$ cat config.mk
export PLATFORM = sky130hd
export DESIGN_NAME = levenshtein_row_step
export DESIGN_NICKNAME = d
export VERILOG_FILES = /design/src/hdl/lrs_pkg.sv /design/src/hdl/levenshtein_row_step.sv /design/src/hdl/lrs_cell.sv /design/src/hdl/lrs_row_store.sv
export SDC_FILE = /design/constraint.sdc
export NUM_CORES = 1
export LEC_CHECK = 0
export ABC_AREA = 1
export BUFFER_PORTS_ARGS = -buffer_cell sky130_fd_sc_hd__buf_2
export CELL_PAD_IN_SITES_DETAIL_PLACEMENT = 1
export CELL_PAD_IN_SITES_GLOBAL_PLACEMENT = 1
export CORE_AREA = 2 2 148 150
export CTS_CLUSTER_SIZE = 14
export DETAILED_ROUTE_END_ITERATION = 12
export DIE_AREA = 0 0 150 152
export GPL_ROUTABILITY_DRIVEN = 0
export PLACE_DENSITY_LB_ADDON = 0.1
export SKIP_CTS_REPAIR_TIMING = 1
export SLEW_MARGIN = 20
export SYNTH_ARGS = -nofsm -noshare
export SYNTH_HDL_FRONTEND = slang
export SYNTH_HIERARCHICAL = 1
export SYNTH_SLANG_ARGS = --single-unit
$ cat constraint.sdc
create_clock -name aclk -period 10 [get_ports aclk]
set_input_delay 1 -clock aclk [delete_from_list [all_inputs] [get_ports aclk]]
set_output_delay 1 -clock aclk [all_outputs]
set_load 0.03 [all_outputs]
$ cat src/hdl/lrs_pkg.sv
package lrs_pkg;

    // One distance cell; values stay at or below nine inside the update.
    localparam int DIST_W = 4;
    typedef logic [DIST_W-1:0] dist_t;

    // Field and register widths.
    localparam int SYMBOL_W = 8;
    localparam int TARGET_W = 64;
    localparam int LENGTH_W = 4;
    localparam int LIMIT_W  = 3;

    // Configuration register indexes.
    localparam int CFG_INDEX_W = 2;
    typedef logic [CFG_INDEX_W-1:0] cfg_index_t;
    localparam cfg_index_t REG_TARGET_CHARS = 2'd0;
    localparam cfg_index_t REG_WORD_LENGTH  = 2'd1;
    localparam cfg_index_t REG_EDIT_LIMIT   = 2'd2;

    // Reset value of the edit limit register and the saturation level that follows.
    localparam logic [LIMIT_W-1:0] EDIT_LIMIT_RESET = 3'd1;
    localparam dist_t RESET_SAT = DIST_W'(EDIT_LIMIT_RESET) + 4'd1;

    // Operands of one cell update.
    typedef struct packed {
        dist_t up_old;    // this cell before the symbol
        dist_t diag_old;  // previous cell before the symbol
        dist_t left_new;  // previous cell after the symbol
        dist_t sat;       // saturation level, edit limit plus one
        logic  mismatch;  // symbol differs from the target character
        logic  first;     // this is cell zero
        logic  active;    // cell lies within the word length
    } cell_in_t;

endpackage

$ cat src/hdl/levenshtein_row_step.sv
// Channel   Direction  Ports
// s_        in         s_valid, s_ready, s_symbol, s_begin_word
// m_        out        m_valid, m_ready, m_is_match, m_can_match
// cfg_      in         cfg_wr_en, cfg_index, cfg_data
//
// Each item is accepted in the idle state, then the row rotates once, cell by
// cell, through the shared cell update unit.
// Reset loads the empty-input row for an edit limit of one and clears the
// handshakes. A new item is accepted while a result waits on m_; the row
// pauses on its last cell only while the result register is still full.
module levenshtein_row_step
    import lrs_pkg::*;
#(
    parameter int MAX_WORD = 8
) (
    input  logic                   aclk,
    input  logic                   aresetn,

    input  logic                   s_valid,
    output logic                   s_ready,
    input  logic [SYMBOL_W-1:0]    s_symbol,
    input  logic                   s_begin_word,

    output logic                   m_valid,
    input  logic                   m_ready,
    output logic                   m_is_match,
    output logic                   m_can_match,

    input  logic                   cfg_wr_en,
    input  cfg_index_t             cfg_index,
    input  logic [TARGET_W-1:0]    cfg_data
);

    localparam int DEPTH = MAX_WORD + 1;
    localparam int CNT_W = $clog2(DEPTH);
    localparam int LEN_W = (CNT_W > LENGTH_W) ? CNT_W : LENGTH_W;

    typedef enum logic {
        ST_IDLE,
        ST_RUN
    } state_t;

    state_t                 state_reg;
    logic [CNT_W-1:0]       cnt_reg;
    logic [SYMBOL_W-1:0]    sym_reg;
    logic                   begin_reg;
    logic [TARGET_W-1:0]    tgt_reg;
    dist_t                  prev_old_reg;
    dist_t                  prev_new_reg;
    dist_t                  best_reg;
    dist_t                  last_reg;
    logic                   m_valid_reg;
    logic                   m_is_match_reg;
    logic                   m_can_match_reg;

    logic [TARGET_W-1:0]    target_chars_reg;
    logic [LENGTH_W-1:0]    word_length_reg;
    logic [LIMIT_W-1:0]     edit_limit_reg;

    dist_t                  sat;
    dist_t                  head;
    dist_t                  old_val;
    dist_t                  rst_val;
    dist_t                  new_val;
    dist_t                  best_next;
    dist_t                  last_next;
    logic [LEN_W-1:0]       cnt_ext;
    logic [LEN_W-1:0]       n_len;
    logic                   active;
    logic                   at_last_cell;
    logic                   final_cell;
    logic                   out_free;
    logic                   shift_en;
    cell_in_t               cell_in;

    // Configuration registers.
    always_ff @(posedge aclk) begin
        if (!aresetn) begin
            target_chars_reg <= '0;
            word_length_reg  <= '0;
            edit_limit_reg   <= EDIT_LIMIT_RESET;
        end else if (cfg_wr_en) begin
            case (cfg_index)
                REG_TARGET_CHARS: target_chars_reg <= cfg_data;
                REG_WORD_LENGTH:  word_length_reg  <= cfg_data[LENGTH_W-1:0];
                REG_EDIT_LIMIT:   edit_limit_reg   <= cfg_data[LIMIT_W-1:0];
                default: ;
            endcase
        end
    end

    // Cell position, used length and the value of this cell in the empty-input row.
    always_comb begin
        sat     = DIST_W'(edit_limit_reg) + 4'd1;
        cnt_ext = LEN_W'(cnt_reg);
        n_len   = (LEN_W'(word_length_reg) > LEN_W'(MAX_WORD)) ?
                  LEN_W'(MAX_WORD) : LEN_W'(word_length_reg);
        active       = (cnt_ext <= n_len);
        at_last_cell = (cnt_ext == n_len);
        final_cell   = (cnt_reg == CNT_W'(MAX_WORD));
        rst_val = (cnt_ext < LEN_W'(sat)) ? DIST_W'(cnt_ext) : sat;
        old_val = begin_reg ? rst_val : head;
    end

    // Operands for the shared cell update unit.
    always_comb begin
        cell_in.up_old   = old_val;
        cell_in.diag_old = prev_old_reg;
        cell_in.left_new = prev_new_reg;
        cell_in.sat      = sat;
        cell_in.mismatch = (sym_reg != tgt_reg[SYMBOL_W-1:0]);
        cell_in.first    = (cnt_reg == '0);
        cell_in.active   = active;
    end

    lrs_cell u_cell (
        .cell_in  (cell_in),
        .cell_out (new_val)
    );

    // The row advances one cell a cycle; the last cell waits for a free result slot.
    assign out_free = !m_valid_reg || m_ready;
    assign shift_en = (state_reg == ST_RUN) && (!final_cell || out_free);

    lrs_row_store #(
        .DEPTH (DEPTH)
    ) u_row (
        .aclk     (aclk),
        .aresetn  (aresetn),
        .shift_en (shift_en),
        .tail_in  (new_val),
        .head_out (head)
    );

    // Running minimum over the used cells and the value of the last used cell.
    always_comb begin
        best_next = best_reg;
        if (cnt_reg == '0) begin
            best_next = new_val;
        end else if (active && (new_val < best_reg)) begin
            best_next = new_val;
        end
        last_next = at_last_cell ? new_val : last_reg;
    end

    // Sequencer, datapath registers and the result register.
    always_ff @(posedge aclk) begin
        if (!aresetn) begin
            state_reg   <= ST_IDLE;
            cnt_reg     <= '0;
            m_valid_reg <= 1'b0;
        end else begin
            // A result taken now frees the slot unless the next one lands this cycle.
            if (m_valid_reg && m_ready && !(shift_en && final_cell)) begin
                m_valid_reg <= 1'b0;
            end
            case (state_reg)
                ST_IDLE: begin
                    if (s_valid) begin
                        state_reg <= ST_RUN;
                        cnt_reg   <= '0;
                        sym_reg   <= s_symbol;
                        begin_reg <= s_begin_word;
                        tgt_reg   <= target_chars_reg;
                    end
                end
                ST_RUN: begin
                    if (shift_en) begin
                        prev_old_reg <= old_val;
                        prev_new_reg <= new_val;
                        best_reg     <= best_next;
                        last_reg     <= last_next;
                        // Target characters leave one byte per cell after cell zero.
                        if (cnt_reg != '0) begin
                            tgt_reg <= {{SYMBOL_W{1'b0}}, tgt_reg[TARGET_W-1:SYMBOL_W]};
                        end
                        if (final_cell) begin
                            state_reg       <= ST_IDLE;
                            m_valid_reg     <= 1'b1;
                            m_is_match_reg  <= (last_next <= DIST_W'(edit_limit_reg));
                            m_can_match_reg <= (best_next <= DIST_W'(edit_limit_reg));
                        end else begin
                            cnt_reg <= cnt_reg + CNT_W'(1);
                        end
                    end
                end
                default: begin
                    state_reg <= ST_IDLE;
                end
            endcase
        end
    end

    assign s_ready     = (state_reg == ST_IDLE);
    assign m_valid     = m_valid_reg;
    assign m_is_match  = m_is_match_reg;
    assign m_can_match = m_can_match_reg;

endmodule

$ cat src/hdl/lrs_cell.sv
module lrs_cell
    import lrs_pkg::*;
(
    input  cell_in_t cell_in,
    output dist_t    cell_out
);

    logic [DIST_W:0] up_inc;
    logic [DIST_W:0] left_inc;
    logic [DIST_W:0] diag_sum;
    logic [DIST_W:0] best;
    logic [DIST_W:0] sat_ext;

    // Insert, delete and substitute costs, then saturate.
    always_comb begin
        up_inc   = {1'b0, cell_in.up_old} + 5'd1;
        left_inc = {1'b0, cell_in.left_new} + 5'd1;
        diag_sum = {1'b0, cell_in.diag_old} + {4'd0, cell_in.mismatch};
        sat_ext  = {1'b0, cell_in.sat};

        if (cell_in.first) begin
            best = up_inc;
        end else begin
            best = (left_inc < up_inc) ? left_inc : up_inc;
            best = (diag_sum < best) ? diag_sum : best;
        end
        best = (sat_ext < best) ? sat_ext : best;

        // Cells past the word length keep their value.
        if (cell_in.active) begin
            cell_out = best[DIST_W-1:0];
        end else begin
            cell_out = cell_in.up_old;
        end
    end

endmodule

$ cat src/hdl/lrs_row_store.sv
module lrs_row_store
    import lrs_pkg::*;
#(
    parameter int DEPTH = 9
) (
    input  logic  aclk,
    input  logic  aresetn,
    input  logic  shift_en,
    input  dist_t tail_in,
    output dist_t head_out
);

    dist_t cells_reg [DEPTH];

    assign head_out = cells_reg[0];

    // Rotating shift line: the head cell leaves and its update enters at the tail.
    always_ff @(posedge aclk) begin
        if (!aresetn) begin
            for (int k = 0; k < DEPTH; k++) begin
                cells_reg[k] <= (DIST_W'(k) < RESET_SAT && k < 16) ? DIST_W'(k) : RESET_SAT;
            end
        end else if (shift_en) begin
            for (int k = 0; k < DEPTH - 1; k++) begin
                cells_reg[k] <= cells_reg[k+1];
            end
            cells_reg[DEPTH-1] <= tail_in;
        end
    end

endmodule
Word level (Yosys, flattened, before mapping)

Memories as Yosys holds them, arrays and structs flattened.
Cells that the tools add are included.

Word-level logic and storage cells: 110
Bits in writable memories: 36
Memories: 1
Output and inout port bits: 4
Register bits after elaboration: 168
Input bits: 80

Memory list:

| name            | depth | width | rd ports | clocked after memory_dff | write ports | RTL line            | text |
|---|---|---|---|---|---|---|---|
| u_row.cells_reg | 9     | 4     | 9        | 0                        | 9           | lrs_row_store.sv:13 | `dist_t cells_reg [DEPTH];` |

Reduce and logical (&&, ||, !) cells: 21
Bitwise gates (word level): 10
Muxes and demuxes: 40
Equal/unequal tests: 9
Add/sub/neg operators: 5
Order comparisons: 9

Operators by type and width:

| cell                                                  | number |
|---|---|
| 2-to-1 mux 64 bit                                     | 3 |
| case mux 64 bit (2 select lines)                      | 1 |
| 2-to-1 mux 4 bit                                      | 20 |
| 2-to-1 mux 5 bit                                      | 3 |
| 2-to-1 mux 1 bit                                      | 11 |
| adder 4 x 1 -> 5 bit (second input constant)          | 2 |
| < comparator 5 bit                                    | 2 |
| OR 1 bit                                              | 9 |
| AND reduction 3 bit                                   | 3 |
| <= comparator 4 x 3 -> 1 bit                          | 2 |
| < comparator 4 bit                                    | 2 |
| != test 8 bit                                         | 1 |
| case mux 4 bit (2 select lines)                       | 1 |
| AND reduction 4 bit                                   | 2 |
| AND reduction 2 bit                                   | 3 |
| adder 4 x 1 -> 5 bit                                  | 1 |
| logical AND 1 bit                                     | 5 |
| < comparator 4 x 5 -> 1 bit                           | 1 |
| adder 3 x 1 -> 4 bit (second input constant)          | 1 |
| adder 4 x 1 -> 4 bit (second input constant)          | 1 |
| equality test 4 bit                                   | 1 |
| equality test 4 bit (second input constant)           | 1 |
| greater-than comparator 4 bit (second input constant) | 1 |
| <= comparator 4 bit                                   | 1 |
| other kinds (11)                                      | 16 |

Logic depth before layout (Yosys ltp)

Gate-level depths: netlist of the first run.

Word-level depth: 18
Depth in mapped cells: 53
Mapped depth without buffers: 53

By module

Netlist of the first run, hierarchy kept.

Modules (own cells, without submodules):

| module               | area an instance (µm²) | times used | seq. area each (µm²) | cells each |
|---|---|---|---|---|
| levenshtein_row_step | 6,991.7                | 1          | 4,274.1              | 763 |
| lrs_row_store        | 1,601.5                | 1          | 1,081.0              | 115 |
| lrs_cell             | 858.3                  | 1          | 0.0                  | 149 |

Worst setup path before layout of the first run

Ideal clock, no wire load.

Kind: reg-to-reg
From: register edit_limit_reg[0]
To: register m_can_match_reg (netlist: m_can_match) (data pin)
Buffers on the path: 0
Data required time: 9.744 ns
Clock period less this slack: 6.940 ns
Arrival: 6.684 ns
Setup time: 0.256 ns
Slack: 3.060 ns
Cell stages (with the launch flop): 46
Cells stage by stage: dfxtp_1 -> ha_1 -> inv_1 -> ha_1 -> o21ai_0 -> nand2_1 -> nand3_1 -> nand2_1 -> o21ai_0 -> o21ai_0 -> ha_1 -> inv_1 -> nor3_1 -> inv_1 -> ha_1 -> inv_1 -> a21oi_2 -> nand2_2 -> [10 not listed] -> a21oi_1 -> nor2_1 -> o21ai_4 -> nand3_1 -> nand3_1 -> nand2_1 -> ha_1 -> a21o_1 -> a21oi_1 -> nand2_1 -> nand2_2 -> o21ai_0 -> ha_1 -> nand2_1 -> nor2_1 -> a211oi_1 -> a31oi_1 -> nor2_1

RTL lines:

| element                  | RTL line                    | text |
|---|---|---|
| start: declaration       | levenshtein_row_step.sv:58  | `logic [LIMIT_W-1:0] edit_limit_reg;` |
| start signal: assignment | levenshtein_row_step.sv:86  | `REG_EDIT_LIMIT: edit_limit_reg <= cfg_data[LIMIT_W-1:0];` |
| end signal: assignment   | levenshtein_row_step.sv:181 | `m_can_match_reg <= (best_next <= DIST_W'(edit_limit_reg));` |
| end: declaration         | levenshtein_row_step.sv:54  | `logic m_can_match_reg;` |

==> flow_summary.ini, run 1 <==
[global_routing]
grt_usage_pct = 19.0
grt_pass1_vias = 7253
grt-ovfl-total = 0
use_met2_pct = 32.3
antenna_found_initial = 3
grt_max_degree = 85
grt.met3_usage_pct = 2.94
grt_pass1_wl_um = 35300
met1_usage_pct = 25.2
busiest_layer = met2

[cells_and_area]
nFillCells = 2538
area_growth_pct = 14.0
final_util_pct = 50.5
layout-drive-gt1-share_pct = 16.1
finalInstanceArea_um2 = 10800
final_nets = 1216

[yosys]
dominantRegCellSynth = edfxtp_1
yosys-top-cells-area = edfxtp_1 40%, dfxtp_1 16%, nand2_1 10%, nor2_1 5.7%, inv_1 4.3%
yosysSeqAreaShare_pct = 56.7
ys_warn_count = 6
synth_top_area_share_pct = 40.3
synth_top_area_cell = edfxtp_1
synthCells = 1027
post-synth-top-count-cell = nand2_1
synth_common_cells = 262 x nand2_1, 144 x nor2_1, 127 x edfxtp_1
synth.avg_cell_area_um2 = 9.20
ys_seq_elements = 204
synthesis.area_um2 = 9450
yosys.cell_types.count = 41
async_flop_share_pct = 0
syn-num-nets = 1138
synth_edf_count = 127

[clocking]
h-tree-depth = 1
numCtsBuffers = 23
cts_tree = yes
ctsRootBufferMaster = clkbuf_16
clk_pin_slew_worst_paths_ns = 0.06
cts_buffer_depth = 3
clkSinkCount = 204
clkLatencyLatePin_ns = 0.52

[route]
vias = 6953
drcViolationCount = 0
ant_nets = 0
vias_per_cell = 4.95
firstDrtPassIters = 4
wl_per_cell_um = 15.0
drt_iter0_markers = 322
drt_wl_total_um = 21000

[floorplanning]
ios = 84
core_area_um2 = 21400
dieWidth_um = 150
start_util_pct = 44.3
die_height_um = 152
die_area_um2 = 22800
rows = 54

[sta]
finalSetupTns_ns = 0
finalCritPeriodShare_pct = 78.5
finalCriticalPeriod_ns = 7.85
slew_headroom_pct = 39.5
worst_pin_slew_ns = 0.908
grt_setup_unrepaired = false
slew_violations = 0
setup_viol = 0
fmax_mhz = 127
finalHoldViolCount = 0
skew_ns = 0.00950

[setup_path]
cp-end-kind = flop
crit_slowest_cell = a21oi_1
r2r-start = edit_limit_reg[0]
cp.arrival_ns = 8.12
crit_fanout = 9
slowest_delay_ns = 0.43
required_ns = 10.27
crit_top_cell = ha_1
worstSetupPathType = flop to flop
reg2reg_depth = 46
startpoint_type = flop
critPathLaunch = edit_limit_reg[0]

[pwr]
leakage_nw = 4.82
p_per_area_nw_per_um2 = 200
ir_drop_uv = 132

[outcome]
status = finished clean

[flow_run]
drv_cap = 0

[worst_hold_path]
holdPathStages = 2
min_from = target_chars_reg[56]
hp-class = flop to flop

[placed_design]
place_area_um2 = 10000
io_buffers = 83
dpl.hpwl_um = 13700
==> area by class of cell <==
cell class | instances | area, µm² | area share (%)
Sequential cell | 204 | 5360 | 49.7
Multi-Input combinational cell | 672 | 3440 | 31.9
Clock buffer | 33 | 653 | 6.06
Timing Repair Buffer | 92 | 483 | 4.48
Inverter | 112 | 420 | 3.90
Tap cell | 280 | 350 | 3.25
Clock inverter | 9 | 67.6 | 0.627
Antenna cell | 2 | 5.00 | 0.0465
==> cell families (layout without fill, tap and decap cells) <==
| logic type | Yosys count | count (layout) | share of synthesized area, % |
|---|---|---|---|
| other | 0 | 2 | 0 |
| buffers and inverters | 151 | 246 | 7.11 |
| flip-flops | 204 | 204 | 56.7 |
| adder cells (fa/ha/maj) | 31 | 31 | 4.10 |
| XOR/XNOR | 12 | 12 | 1.11 |
| AO/OA/AOI/OAI | 130 | 130 | 7.27 |
| AND/OR/NAND/NOR | 499 | 499 | 23.7 |
==> critical path: cells and delay by family, from the launching register on <==
kind	cells	cell delay, ns
flip-flops	1	0.39
AO/OA/AOI/OAI	14	2.47
adder cells (fa/ha/maj)	8	2.44
buffers and inverters	6	0.50
AND/OR/NAND/NOR	18	1.82
==> cell usage in the layout (no fill, tap or decap), drive strengths merged, types with 2 or more instances in the layout <==
| cell | netlist | final |
|---|---|---|
| nand4 | 5 | 5 |
| a21oi | 35 | 35 |
| clkbuf | 13 | 33 |
| xor2 | 10 | 10 |
| diode | 0 | 2 |
| ha | 31 | 31 |
| xnor2 | 2 | 2 |
| and3 | 2 | 2 |
| nand3 | 44 | 44 |
| buf | 26 | 92 |
| clkinvlp | 0 | 2 |
| a22oi | 2 | 2 |
| edfxtp | 127 | 127 |
| nand2 | 276 | 276 |
| a31oi | 3 | 3 |
| nor3 | 5 | 5 |
| dfxtp | 77 | 77 |
| o21ai | 87 | 87 |
| clkinv | 0 | 5 |
| nor2 | 164 | 164 |
| inv | 112 | 114 |
==> per-stage QoR <==
step           power, mW  hold slack, ns  worst slack [ns]  instances
2_1_floorplan       1.27           0.430              3.06       1027
3_3_place_gp        1.36           0.444              2.63       1360
3_5_place_dp        1.38           0.448              2.23       1360
4_1_cts             2.19           0.457              2.17       1402
5_1_grt             2.27           0.489              1.36       1402
6_report            2.15           0.454              2.15       1404
==> path summary, 6_finish.rpt <==
path | end | slack (ns)
min reg2reg | target_chars_reg[56] | 0.45
max | m_can_match | 2.15
min | target_chars_reg[56] | 0.45
max reg2reg | m_can_match | 2.15
==> metal layers <==
| metal | wire length, µm | up-vias |
|---|---|---|
| met2 | 10000 | 91 |
| met4 | 408 | 2 |
| met3 | 812 | 34 |
| li1 | - | 3487 |
| met1 | 9800 | 3339 |
| met5 | 13 | - |
==> report_power, final <==
group | switching [mW] | internal (mW) | total (mW)
combinational | 0.249 | 0.123 | 0.371
clock | 0.339 | 0.459 | 0.798
sequential | 0.0206 | 0.964 | 0.985
total | 0.609 | 1.55 | 2.15
Note: power is estimated with default switching activity, not from simulation.
==> run 2: changes to the inputs <==
==> constraint.sdc (replaced) <==
create_clock -name aclk -period 7.6 [get_ports aclk]
set_input_delay 0.76 -clock aclk [delete_from_list [all_inputs] [get_ports aclk]]
set_output_delay 0.76 -clock aclk [all_outputs]
set_load 0.03 [all_outputs]
==> run 2 against run 1 <==
Net effect:
- cell count grew 0.43%
- fmax grew 11%
- combinational power grew 38%
- hold slack lost 0.027 ns
- count of clock-buffer cells in the layout grew 1
- global-route usage grew 0.17 points
- routed wire length grew 0.42%
- setup slack lost 1.6 ns
- clock power grew 35%
- sequential cell count is the same
- register-to-register slack lost 1.6 ns
- design area grew 1.4%
- critical path type unchanged
- critical endpoint unchanged
==> flow_summary.ini, run 2 (same netlist as run 1, synthesis figures left out) <==
[setup_path]
startpoint_type = flop
crit_family = adder cells
slowest_delay_ns = 0.37
cp.arrival_ns = 7.32
crit_fanout = 9
crit_slowest_cell = dfxtp_2
worstSetupPathType = flop to flop
cp-end-kind = flop
required_ns = 7.87
path_buf_inv = 6

[route]
wl_per_cell_um = 15.0
drt_wl_total_um = 21100
firstDrtPassIters = 4
vias = 6904
drt_iter0_markers = 371
ant_nets = 0
vias_per_cell = 4.90
drcViolationCount = 0

[floorplanning]
die_height_um = 152
rows = 54
dieWidth_um = 150
core_area_um2 = 21400
die_area_um2 = 22800
start_util_pct = 44.3
ios = 84

[clocking]
cts_tree = yes
clkSinkCount = 204
h-tree-depth = 1
numCtsBuffers = 24
cts_buffer_depth = 3
ctsRootBufferMaster = clkbuf_16
clk_pin_slew_worst_paths_ns = 0.06
clkLatencyLatePin_ns = 0.53

[cells_and_area]
nFillCells = 2515
final_util_pct = 51.2
final_cell_mix = 258 x nand2_1, 144 x nor2_1, 127 x edfxtp_1, 108 x inv_1, 83 x buf_2
final_nets = 1221
layout_commonest_cell = nand2_1
area_growth_pct = 15.6
layout-drive-gt1-share_pct = 17.6
finalInstanceArea_um2 = 10900

[sta]
finalHoldViolCount = 0
finalSetupTns_ns = 0
fmax_mhz = 142
slew_violations = 0
finalCritPeriodShare_pct = 92.8
worst_pin_slew_ns = 0.890
holdWs_ns = 0.428
setup_viol = 0
slew_headroom_pct = 40.7
finalCriticalPeriod_ns = 7.05
skew_ns = 0.0174

[outcome]
status = finished clean

[pwr]
ir_drop_uv = 153
p_per_area_nw_per_um2 = 264
power_mw = 2.89
leakage_nw = 4.86

[global_routing]
grt_max_degree = 85
grt_pass1_vias = 7345
grt_usage_pct = 19.1
grt_pass1_wl_um = 35700
antenna_found_initial = 3
grt-ovfl-total = 0

[placed_design]
place_area_um2 = 10100
dpl.hpwl_um = 13700
io_buffers = 83

[flow_run]
drv_cap = 0

[worst_hold_path]
hp-class = primary input to flop
run 2: per-layer routing:
metal	vias to the layer above	part of all wire [%]	routed length [µm]	GRT usage [%]
met5	-	0.066	14	0
met4	2	2.0	429	4.54
met3	28	3.4	711	3.24
met2	85	48	10100	32.8
met1	3293	46	9820	25.2
li1	3496	-	-	-
run 2: worst paths after layout:
path,start,endpoint,slack (ns),cells after the start
worst max register to register,edit_limit_reg[0],m_can_match,0.55,48
worst max-delay path,edit_limit_reg[0],m_can_match,0.55,48
worst min register to register,target_chars_reg[63],target_chars_reg[63],0.45,2
worst min-delay path,s_symbol[1],sym_reg[1],0.43,1
run 2: area by class of cell:
class	count	area (µm²)	share of cell area (%)
sequential	204	5360	49.1
inverter	112	420	3.85
antenna	2	5.00	0.0458
clock inverter	10	82.6	0.756
tap	280	350	3.21
multi-input combinational	672	3510	32.2
clock buffer	34	678	6.21
timing repair buffer	96	513	4.70
run 2: per-stage QoR:
stage,worst slack [ns],instances
2_1_floorplan,0.660,1027
3_3_place_gp,0.406,1362
3_5_place_dp,-0.0101,1362
6_report,0.547,1410
5_1_grt,-0.00607,1408
4_1_cts,-0.0468,1406
run 2: worst register-to-register path: cells and delay by family, from the launching register on:
| kind | cells | cell delay [ns] |
|---|---|---|
| adders and majority gates | 8 | 2.20 |
| and+or+nand+nor | 20 | 1.91 |
| buffers and inverters | 6 | 0.42 |
| DFF | 1 | 0.37 |
| AOI/OAI and AO/OA | 14 | 1.91 |
run 2: power by group:
part | total, mW | internal [mW] | switching [mW]
sequential | 1.30 | 1.27 | 0.0278
combinational | 0.512 | 0.178 | 0.334
clock | 1.08 | 0.627 | 0.450
==> run 3: changes to the inputs <==
--- a/config.mk
+++ b/config.mk
@@ -5,7 +5,6 @@
 export SDC_FILE = /design/constraint.sdc
 export NUM_CORES = 1
 export LEC_CHECK = 0
-export ABC_AREA = 1
 export BUFFER_PORTS_ARGS = -buffer_cell sky130_fd_sc_hd__buf_2
 export CELL_PAD_IN_SITES_DETAIL_PLACEMENT = 1
 export CELL_PAD_IN_SITES_GLOBAL_PLACEMENT = 1
==> run 3 against run 2 <==
Net effect:
- the flow now finishes with violations (setup timing)
- setup slack got worse by 1.1 ns
- count of clock-buffer cells in the layout fell by 7
- combinational power rose by 3.9%
- via count is 8.5% lower
- global-route usage decreased by 0.12 points
- register-to-register slack got worse by 1.1 ns
- cell count down 15%
- hold slack better by 0.010 ns
- sequential power barely moved
==> flow_summary.ini, run 3 <==
[cells_and_area]
layout-drive-gt1-share_pct = 31.1
seqCellArea_um2 = 5370
nFillCells = 2272
finalInstanceArea_um2 = 11300
final_nets = 1017
multi_input_area_um2 = 3920
layout_commonest_cell = nand2_1
antenna_cells = 0
final_cell_mix = 143 x nand2_1, 127 x edfxtp_1, 83 x buf_2, 73 x dfxtp_1, 60 x mux2_2
area_growth_pct = 21.1

[yosys]
syn-num-nets = 898
ys_warn_count = 6
synthesis.area_um2 = 9340
synth_top_area_cell = edfxtp_1
synth.avg_cell_area_um2 = 11.9
async_flop_share_pct = 0
yosysSeqAreaShare_pct = 57.3
synthCells = 787
post-synth-top-count-cell = nand2_1
yosys-top-cells-area = edfxtp_1 41%, dfxtp_1 17%, mux2_2 7.5%, nand2_1 5.7%, a21boi_0 4.5%
synth_edf_count = 127
ys_seq_elements = 204
dominantRegCellSynth = edfxtp_1
synth_top_area_share_pct = 40.8
yosys.cell_types.count = 62
synth_common_cells = 143 x nand2_1, 127 x edfxtp_1, 77 x dfxtp_1

[clocking]
h-tree-depth = 1
ctsRootBufferMaster = clkbuf_16
cts_tree = yes
clkLatencyLatePin_ns = 0.52
numCtsBuffers = 23
clk_pin_slew_worst_paths_ns = 0.06
clkSinkCount = 204
cts_buffer_depth = 3

[route]
ant_nets = 0
drt_wl_total_um = 21800
vias_per_cell = 5.26
wl_per_cell_um = 18.1
drt_iter0_markers = 233
vias = 6319
firstDrtPassIters = 4
drcViolationCount = 0

[worst_hold_path]
hp-class = primary input to flop
min_from = s_symbol[5]
holdPathStages = 1
hold_end = sym_reg[5]

[setup_path]
crit_top_cell = ha_4
crit_fanout = 5
reg2reg_to = m_can_match
cp.arrival_ns = 8.50
worstSetupPathType = flop to flop
rrSetupSlack_ns = -0.53
reg2reg_depth = 40
startpoint_type = flop
crit_slowest_cell = dfxtp_4
slowest_delay_ns = 0.37
r2r-start = edit_limit_reg[1]
cp-end-kind = flop
required_ns = 7.97

[sta]
finalCriticalPeriod_ns = 8.13
finalCritPeriodShare_pct = 107
setup_viol = 1
skew_ns = 0.0251
fmax_mhz = 123
worst_pin_slew_ns = 1.03
slew_headroom_pct = 31.5
finalHoldViolCount = 0
fin_ws_ns = -0.527
slew_violations = 0
grt_setup_unrepaired = true

[pwr]
leakage_nw = 4.48
power_mw = 2.93
p_per_area_nw_per_um2 = 259
ir_drop_uv = 138

[placed_design]
place_area_um2 = 10300
dpl.hpwl_um = 14000
io_buffers = 83

[global_routing]
antenna_found_initial = 0
grt-ovfl-total = 0
grt_max_degree = 117
grt_pass1_vias = 6815
grt_pass1_wl_um = 35100
grt_usage_pct = 19.0

[floorplanning]
die_area_um2 = 22800
start_util_pct = 43.8
die_height_um = 152
rows = 54
dieWidth_um = 150
core_area_um2 = 21400
ios = 84

[flow_run]
drv_cap = 0

[outcome]
violations = setup timing
status = finished, violations left
==> run 3: cells by family after synthesis <==
logic type / after synthesis / share of synthesized area [%]
AND/OR/NAND/NOR: 252 / 13.0
XOR/XNOR: 15 / 1.41
flip-flops: 204 / 57.3
AO/OA/AOI/OAI: 133 / 10.7
adder cells (fa/ha/maj): 32 / 4.27
buffers and inverters: 66 / 3.08
multiplexers: 85 / 10.2
==> run 3: worst max path at each step <==
| stage | startpoint | cells past startpoint | end |
|---|---|---|---|
| floorplan | edit_limit_reg[0] | 43 | m_can_match |
| global placement | edit_limit_reg[0] | 44 | m_can_match |
| finish | edit_limit_reg[1] | 40 | m_can_match |
| global route | edit_limit_reg[1] | 43 | m_can_match |
| CTS | edit_limit_reg[2] | 42 | m_can_match |
| detailed placement | edit_limit_reg[1] | 44 | m_can_match |
==> run 3: layout make-up <==
cell class | instances | area share [%]
clock inverter | 14 | 1.25
multi-input combinational | 517 | 34.6
clock buffer | 27 | 5.58
inverter | 27 | 0.918
sequential | 204 | 47.4
timing repair buffer | 133 | 7.12
tap | 280 | 3.10
==> run 3: per-stage QoR <==
stage / cells / util [%] / setup TNS, ns / hold WS (ns) / setup slack [ns]
after floorplan: 787 / - / -0.175 / 0.430 / -0.175
after global placement: 1150 / 48.3 / -0.0835 / 0.438 / -0.0835
after detailed placement: 1150 / 48.3 / -0.583 / 0.446 / -0.583
after CTS: 1191 / 51.9 / -0.603 / 0.416 / -0.603
after global routing: 1202 / 53.0 / -1.69 / 0.415 / -0.932
final: 1202 / 53.0 / -0.527 / 0.438 / -0.527
==> run 3: power by group <==
part / internal [mW] / switching (mW) / total [mW]
clock: 0.667 / 0.454 / 1.12
sequential: 1.25 / 0.0241 / 1.27
combinational: 0.257 / 0.275 / 0.532
total: 2.17 / 0.752 / 2.93
==> run 3: critical path, delay by kind of cell, from the launching register on <==
family | cells | cell delay, ns
compound gates | 15 | 2.73
xor+xnor | 1 | 0.15
fa+ha+maj | 9 | 2.23
buf+inv | 4 | 0.38
flops | 1 | 0.37
mux | 7 | 1.63
simple gates | 4 | 0.48
==> run 3: layer usage <==
metal / share of wire [%] / up-vias / track usage, % / wire (µm)
met2: 50 / 103 / 33.1 / 10900
li1: - / 3046 / - / -
met1: 44 / 3132 / 24.7 / 9680
met3: 3.1 / 38 / 2.58 / 668
met5: 0 / - / 0 / 0
met4: 2.7 / 0 / 5.30 / 599
